==> src/hw/rtl/spq_pkg.sv <==
// Shared types and codes for the stable priority queue with delete by id.
package spq_pkg;

    typedef enum logic [1:0] {
        OP_INSERT  = 2'd0,
        OP_POP     = 2'd1,
        OP_REMOVE  = 2'd2,
        OP_QUERY   = 2'd3
    } t_op;

    typedef enum logic [1:0] {
        ST_DONE      = 2'd0,
        ST_NOT_FOUND = 2'd1,
        ST_FULL      = 2'd2
    } t_status;

    typedef enum logic [3:0] {
        S_IDLE,
        S_INS_RD,
        S_INS_CHK,
        S_INS_LAST,
        S_FND_RD,
        S_FND_CHK,
        S_SHF_RD,
        S_SHF_WR,
        S_HEAD_RD,
        S_OUT
    } t_state;

    localparam int IdW   = 16;
    localparam int PrioW = 3;
    localparam int EntW  = IdW + PrioW;

endpackage

==> src/hw/rtl/spq_mem.sv <==
// Entry memory: one write port and one read port with registered read data.
module spq_mem #(
    parameter int Depth = 16,
    parameter int AddrW = 4
) (
    input  logic                      i_clk,
    input  logic                      i_we,
    input  logic [AddrW-1:0]          i_waddr,
    input  logic [spq_pkg::EntW-1:0]  i_wdata,
    input  logic [AddrW-1:0]          i_raddr,
    output logic [spq_pkg::EntW-1:0]  o_rdata
);
    import spq_pkg::*;

    logic [EntW-1:0] r_mem [Depth];
    logic [EntW-1:0] r_rdata;

    always_ff @(posedge i_clk) begin
        if (i_we) begin
            r_mem[i_waddr] <= i_wdata;
        end
        r_rdata <= r_mem[i_raddr];
    end

    assign o_rdata = r_rdata;

endmodule

==> src/hw/rtl/stable_priority_queue_delete_by_id_core.sv <==
// Top level: sequencer that keeps a sorted priority queue in one memory.
//
// The queue holds up to CAPACITY entries in a memory, kept in order from the
// head at address 0. An operation is taken when start is high and busy is low,
// and busy stays high until the cycle in which its result is shown. Every
// operation gives exactly one result, marked by o_valid for one cycle; the
// receiver cannot stall it, so it must take each transfer as it comes. The
// time per operation is set by the single memory read port, which each step of
// a scan or shift goes through, with registered read data. A query, a
// rejected insert or any operation on an empty queue goes straight to the head
// read and the result. An insert walks from the tail toward its place, moving
// each lower-priority entry up one slot. A remove head shifts the rest of the
// queue down. A remove by id first scans from the head, then shifts like a
// remove head from the match. The memory needs no clearing after reset: only
// entries below the fill count are ever used.
module stable_priority_queue_delete_by_id_core #(
    parameter int CAPACITY = 16
) (
    input  logic        i_clk,
    input  logic        i_rst_n,
    input  logic        start,
    output logic        busy,
    input  logic [1:0]  i_opcode,
    input  logic [15:0] i_entry_id,
    input  logic [2:0]  i_entry_priority,
    output logic        o_valid,
    output logic [1:0]  o_status,
    output logic [15:0] o_head_id,
    output logic [2:0]  o_head_priority,
    output logic        o_is_empty,
    output logic [4:0]  o_fill_count
);
    import spq_pkg::*;

    localparam int AW = (CAPACITY > 1) ? $clog2(CAPACITY) : 1;
    localparam int CW = $clog2(CAPACITY + 1);

    t_state              r_state, n_state;
    t_op                 r_op;
    logic [IdW-1:0]      r_id;
    logic [PrioW-1:0]    r_prio;
    logic [AW-1:0]       r_k, n_k;
    logic [CW-1:0]       r_count, n_count;
    t_status             r_status, n_status;

    logic                r_valid;
    t_status             r_out_status;
    logic [IdW-1:0]      r_out_id;
    logic [PrioW-1:0]    r_out_prio;
    logic                r_out_empty;
    logic [4:0]          r_out_count;

    logic                mem_we;
    logic [AW-1:0]       mem_waddr;
    logic [EntW-1:0]     mem_wdata;
    logic [AW-1:0]       mem_raddr;
    logic [EntW-1:0]     mem_rdata;

    logic [CW-1:0]       w_cm1;
    logic                w_full, w_empty, w_last, w_ge, w_hit, w_k0, w_accept;
    logic [IdW-1:0]      w_rid;
    logic [PrioW-1:0]    w_rprio;

    spq_mem #(.Depth(CAPACITY), .AddrW(AW)) u_mem (
        .i_clk   (i_clk),
        .i_we    (mem_we),
        .i_waddr (mem_waddr),
        .i_wdata (mem_wdata),
        .i_raddr (mem_raddr),
        .o_rdata (mem_rdata)
    );

    assign w_accept = start && (r_state == S_IDLE);
    assign w_cm1    = r_count - 1'b1;
    assign w_full   = (r_count == CW'(CAPACITY));
    assign w_empty  = (r_count == '0);
    assign w_last   = (r_k == w_cm1[AW-1:0]);
    assign w_k0     = (r_k == '0);
    assign w_rid    = mem_rdata[EntW-1:PrioW];
    assign w_rprio  = mem_rdata[PrioW-1:0];
    assign w_ge     = (w_rprio >= r_prio);
    assign w_hit    = (w_rid == r_id);

    // Next state.
    always_comb begin
        n_state = r_state;
        unique case (r_state)
            S_IDLE: begin
                if (start) begin
                    unique case (t_op'(i_opcode))
                        OP_INSERT: n_state = (w_full || w_empty) ? S_HEAD_RD : S_INS_RD;
                        OP_POP:    n_state = w_empty ? S_HEAD_RD : S_SHF_RD;
                        OP_REMOVE: n_state = w_empty ? S_HEAD_RD : S_FND_RD;
                        OP_QUERY:  n_state = S_HEAD_RD;
                    endcase
                end
            end
            S_INS_RD:   n_state = S_INS_CHK;
            S_INS_CHK: begin
                if (w_ge) begin
                    n_state = S_HEAD_RD;
                end else if (w_k0) begin
                    n_state = S_INS_LAST;
                end else begin
                    n_state = S_INS_RD;
                end
            end
            S_INS_LAST: n_state = S_HEAD_RD;
            S_FND_RD:   n_state = S_FND_CHK;
            S_FND_CHK: begin
                if (w_hit) begin
                    n_state = S_SHF_RD;
                end else if (w_last) begin
                    n_state = S_HEAD_RD;
                end else begin
                    n_state = S_FND_RD;
                end
            end
            S_SHF_RD:   n_state = w_last ? S_HEAD_RD : S_SHF_WR;
            S_SHF_WR:   n_state = S_SHF_RD;
            S_HEAD_RD:  n_state = S_OUT;
            S_OUT:      n_state = S_IDLE;
            default:    n_state = S_IDLE;
        endcase
    end

    // Memory control, scan index, count and status.
    always_comb begin
        mem_we    = 1'b0;
        mem_waddr = r_k + 1'b1;
        mem_wdata = mem_rdata;
        mem_raddr = r_k;
        n_k       = r_k;
        n_count   = r_count;
        n_status  = r_status;
        unique case (r_state)
            S_IDLE: begin
                if (start) begin
                    n_status = ST_DONE;
                    n_k      = '0;
                    unique case (t_op'(i_opcode))
                        OP_INSERT: begin
                            if (w_full) begin
                                n_status = ST_FULL;
                            end else if (w_empty) begin
                                mem_we    = 1'b1;
                                mem_waddr = '0;
                                mem_wdata = {i_entry_id, i_entry_priority};
                                n_count   = r_count + 1'b1;
                            end else begin
                                n_k = w_cm1[AW-1:0];
                            end
                        end
                        OP_POP, OP_REMOVE: begin
                            if (w_empty) begin
                                n_status = ST_NOT_FOUND;
                            end
                        end
                        OP_QUERY: n_status = ST_DONE;
                    endcase
                end
            end
            S_INS_CHK: begin
                // The new entry lands just behind the nearest entry of equal or
                // higher priority; lower ones move one slot toward the tail.
                mem_we = 1'b1;
                if (w_ge) begin
                    mem_wdata = {r_id, r_prio};
                    n_count   = r_count + 1'b1;
                end else if (!w_k0) begin
                    n_k = r_k - 1'b1;
                end
            end
            S_INS_LAST: begin
                mem_we    = 1'b1;
                mem_waddr = '0;
                mem_wdata = {r_id, r_prio};
                n_count   = r_count + 1'b1;
            end
            S_FND_CHK: begin
                if (!w_hit) begin
                    if (w_last) begin
                        n_status = ST_NOT_FOUND;
                    end else begin
                        n_k = r_k + 1'b1;
                    end
                end
            end
            S_SHF_RD: begin
                mem_raddr = r_k + 1'b1;
                if (w_last) begin
                    n_count = w_cm1;
                end
            end
            S_SHF_WR: begin
                mem_we    = 1'b1;
                mem_waddr = r_k;
                n_k       = r_k + 1'b1;
            end
            S_HEAD_RD: mem_raddr = '0;
            default: begin
            end
        endcase
    end

    always_ff @(posedge i_clk) begin
        if (!i_rst_n) begin
            r_state  <= S_IDLE;
            r_count  <= '0;
            r_valid  <= 1'b0;
            r_k      <= '0;
            r_status <= ST_DONE;
        end else begin
            r_state  <= n_state;
            r_count  <= n_count;
            r_k      <= n_k;
            r_status <= n_status;
            r_valid  <= (r_state == S_OUT);
        end
    end

    always_ff @(posedge i_clk) begin
        if (w_accept) begin
            r_op   <= t_op'(i_opcode);
            r_id   <= i_entry_id;
            r_prio <= i_entry_priority;
        end
        if (r_state == S_OUT) begin
            r_out_status <= r_status;
            r_out_empty  <= w_empty;
            r_out_count  <= 5'(r_count);
            r_out_id     <= w_empty ? '0 : w_rid;
            r_out_prio   <= w_empty ? '0 : w_rprio;
        end
    end

    assign busy            = (r_state != S_IDLE);
    assign o_valid         = r_valid;
    assign o_status        = r_out_status;
    assign o_head_id       = r_out_id;
    assign o_head_priority = r_out_prio;
    assign o_is_empty      = r_out_empty;
    assign o_fill_count    = r_out_count;

    // The latched opcode is kept so an assertion can check the running operation.
    logic w_op_insert;
    assign w_op_insert = (r_op == OP_INSERT);

    a_count_bound: assert property (@(posedge i_clk) disable iff (!i_rst_n)
        r_count <= CW'(CAPACITY))
        else $error("fill count exceeds capacity");

    a_accept_busy: assert property (@(posedge i_clk) disable iff (!i_rst_n)
        w_accept |=> busy)
        else $error("accepted operation did not raise busy");

    a_out_strobe: assert property (@(posedge i_clk) disable iff (!i_rst_n)
        (r_state == S_OUT) |=> o_valid)
        else $error("result strobe missing");

    a_insert_grow: assert property (@(posedge i_clk) disable iff (!i_rst_n)
        (r_state == S_INS_LAST) |-> w_op_insert)
        else $error("head insert step outside an insert");

    a_shift_shrink: assert property (@(posedge i_clk) disable iff (!i_rst_n)
        (r_state == S_SHF_RD && w_last) |=> (r_count == $past(w_cm1)))
        else $error("removal did not shrink the queue by one");

endmodule

==> config.mk <==
export PLATFORM = sky130hd
export DESIGN_NAME = stable_priority_queue_delete_by_id_core
export DESIGN_NICKNAME = d
export VERILOG_FILES = /design/src/hw/rtl/spq_pkg.sv /design/src/hw/rtl/spq_mem.sv /design/src/hw/rtl/stable_priority_queue_delete_by_id_core.sv
export SDC_FILE = /design/constraint.sdc
export NUM_CORES = 1
export LEC_CHECK = 0
export ABC_AREA = 1
export BUFFER_PORTS_ARGS = -buffer_cell sky130_fd_sc_hd__clkbuf_2
export CORE_UTILIZATION = 40
export DETAILED_ROUTE_END_ITERATION = 10
export GPL_TIMING_DRIVEN = 0
export PLACE_DENSITY_LB_ADDON = 0.15
export SLEW_MARGIN = 20
export SYNTH_ARGS = -nofsm -noshare
export SYNTH_HDL_FRONTEND = slang
export SYNTH_SLANG_ARGS = --single-unit
==> constraint.sdc <==
create_clock -name i_clk -period 4.4 [get_ports i_clk]
set_input_delay 0.22 -clock i_clk [delete_from_list [all_inputs] [get_ports i_clk]]
set_output_delay 0.22 -clock i_clk [all_outputs]
set_load 0.01 [all_outputs]
==> results.py <==
metrics = {
    "floorplanning": {
        "die_w_um": 207,
        "dieArea_um2": 42800,
        "core-area_um2": 41100,
        "num_rows": 74,
        "floorplan.initialDensity_pct": 40.9,
        "io_pins": 53,
        "die_y_um": 207,
    },
    "synthesis": {
        "ys_seq_area_share_pct": 66.7,
        "synth_enable_flop_cells": 350,
        "netlist_instances": 1637,
        "ys_warn_count": 0,
        "synth-seq-cells": 385,
        "synth_area_leaders": "edfxtp_1 (63%), nand2_1 (14%), nand3_1 (4.6%)",
        "yosysTopAreaCell": "edfxtp_1",
        "synth_commonest_cells": "nand2_1 (609), edfxtp_1 (350), inv_1 (182)",
        "async_reset_ff_share_pct": 0,
        "ys.flop_type": "edfxtp_1",
        "synth_top_area_share_pct": 62.6,
        "syn_area_um2": 16800,
        "synthMostInstantiatedCell": "nand2_1",
        "syn_avg_cell_area_um2": 10.3,
        "syn_nets": 1674,
        "synth.distinct_cells": 39,
    },
    "status": {
        "failed_checks": "DRC",
        "run_status": "complete, but fails checks",
    },
    "sta": {
        "finalSetupTns_ps": 0,
        "hold_viol": 0,
        "rsz0062_at_grt": "false",
        "period_share_pct": 77.4,
        "tightest_slew_ps": 810,
        "period_minus_slack_ps": 3410,
        "maxSlewHeadroom_pct": 45.9,
        "finalSetupViolations": 0,
        "slew_viol_final": 0,
        "max_clock_freq_mhz": 294,
        "fin_skew_ps": 11.9,
        "whs_ps": 125,
    },
    "min_path": {
        "hold_path_depth": 3,
        "worstHoldPathType": "input port to register",
    },
    "layout": {
        "area_growth_syn_to_layout_pct": 15.8,
        "diodes": 0,
        "drive_gt1_share_pct": 12.0,
        "nNetsFinal": 1801,
        "fin_util_pct": 47.3,
    },
    "routing": {
        "vias": 11700,
        "drt_first_pass_iters": 10,
        "drt-initial-drc-count": 904,
        "post_drt_via_cell_ratio": 5.01,
        "final_antenna_net_count": 0,
        "avgRoutedWirePerCell_um": 19.0,
        "drc": 5,
        "wl_um": 44300,
    },
    "worst_setup_path": {
        "end_kind": "register",
        "ff2ff_path_depth": 10,
        "criticalPathCategory": "register to register",
        "crit_arrival_ps": 3670,
        "critPathMaxFanout": 11,
        "critPathLaunchType": "register",
        "critical_path_required_ps": 4670,
    },
    "placed_design": {
        "port-buffer-count": 52,
        "gp_congestion": 0.881,
        "dpl.hpwl_um": 30500,
    },
    "clock_tree": {
        "h-tree-depth": 2,
        "cts.clk_slew.worst_paths_ps": 60,
        "numCtsBuffers": 43,
        "cts_root_buffer": "clkbuf_16",
        "clk_path_buf_depth": 3,
        "insertion_delay_ps": 560,
        "clock_sinks": 385,
        "cts_tree": "done",
    },
    "grt": {
        "grt-ovfl-total": 0,
        "grt_pass1_vias": 11200,
        "antenna_found_initial": 0,
        "grt_max_degree": 20,
        "grt_first_pass_wirelength_um": 66800,
        "grt_usage_pct": 21.3,
    },
    "power": {
        "power.total_mw": 13.0,
        "power_density_nw_per_um2": 670,
        "ir_drop_uv": 335,
        "p_leak_nw": 7.99,
    },
    "job": {
        "max_cap_viol_count": 0,
    },
}
-- routing by layer --
metal	vias up	wire length, µm	share of wire [%]	global-route usage, %
met1	5519	19900	45	29.4
met3	76	2590	5.9	3.53
met4	0	1030	2.3	6.07
li1	5692	-	-	-
met2	371	20800	47	34.5
met5	-	0	0	0
-- kinds of logic (layout without fill, tap and decap cells) --
group	count (synthesis)	after routing	synth area share [%]
XOR/XNOR	10	10	0.521
AND/OR/NAND/NOR	855	855	20.6
adder cells (fa/ha/maj)	13	13	0.968
buffers and inverters	258	416	6.63
AO/OA/AOI/OAI	116	116	4.52
flip-flops	385	385	66.7
-- per-stage QoR --
step,instance area (µm²),setup slack [ps],instances
after floorplan,16800,1460,1637
after global placement,17700,213,2221
after detailed placement,17900,985,2231
after CTS,19500,983,2327
after global routing,19500,713,2327
final,19500,994,2327
-- report_power, final --
part / internal [mW] / leakage, nW / switching [mW] / total, mW
clock network: 1.98 / 0.652 / 1.44 / 3.43
logic: 1.09 / 3.86 / 3.28 / 4.37
registers: 5.04 / 3.48 / 0.203 / 5.24
-- cell usage in the layout (no fill, tap or decap), types with 9 or more instances in the layout --
master / n
buf_4: 16
o211ai_1: 38
dfxtp_1: 35
clkbuf_2: 52
clkinv_2: 13
nor2_1: 50
clkbuf_1: 23
ha_1: 13
buf_6: 10
a21oi_1: 16
dlygate4sd3_1: 20
clkbuf_16: 43
nor2_2: 14
a22oi_1: 19
nand2_1: 609
nor2_4: 9
o21ai_0: 30
nand3_1: 155
buf_2: 32
edfxtp_1: 350
inv_1: 182
-- sequential cells by signal, summed over array words and instances, names as in the netlist --
name and cells:
u_mem.r_mem 304, o_valid 1, r_state 4, o_head_priority 3, r_k 4, o_fill_count 5, r_id 16, o_status 2
r_status 2, r_prio 3, o_head_id 16, r_count 5, u_mem.o_rdata 19, o_is_empty 1
-- final cells by class --
| type | count | area, µm² |
|---|---|---|
| fill | 3796 | 21600 |
| sequential | 385 | 11200 |
| multi-input combinational | 994 | 4570 |
| clock buffer | 52 | 1120 |
| inverter | 189 | 709 |
| tap | 532 | 666 |
| timing repair buffer | 82 | 584 |
| buffer | 69 | 404 |
| clock inverter | 24 | 198 |
-- path summary, 6_finish.rpt --
check,start,to,slack [ps]
setup / recovery,r_count[0]$_SDFFE_PN0P_,u_mem.r_mem[6][9]$_DFFE_PP_,990
hold / removal,start,r_id[0]$_DFFE_PP_,120
setup reg to reg,r_count[0]$_SDFFE_PN0P_,u_mem.r_mem[6][9]$_DFFE_PP_,990
hold reg to reg,r_status[0]$_SDFFE_PN0P_,o_status[0]$_DFFE_PP_,440
-- worst max-delay path, stage by stage, from the launching register on --
cell,delay [ps]
dfxtp_1,460
inv_1,180
ha_1,260
nand2_1,100
nor2_2,90
nand4_1,160
nand2_1,130
o21ai_0,520
nand2_1,360
nor2_2,610
buf_8,240
-- what timing repair did --
| item | 4_1_cts | 5_1_grt |
|---|---|---|
| endpoints found under the hold margin | 24 | 0 |
| hold buffers | 20 | 0 |
| gates resized for setup | 0 | 0 |
| setup buffers | 0 | 0 |
(Power assumes the default switching activity.)
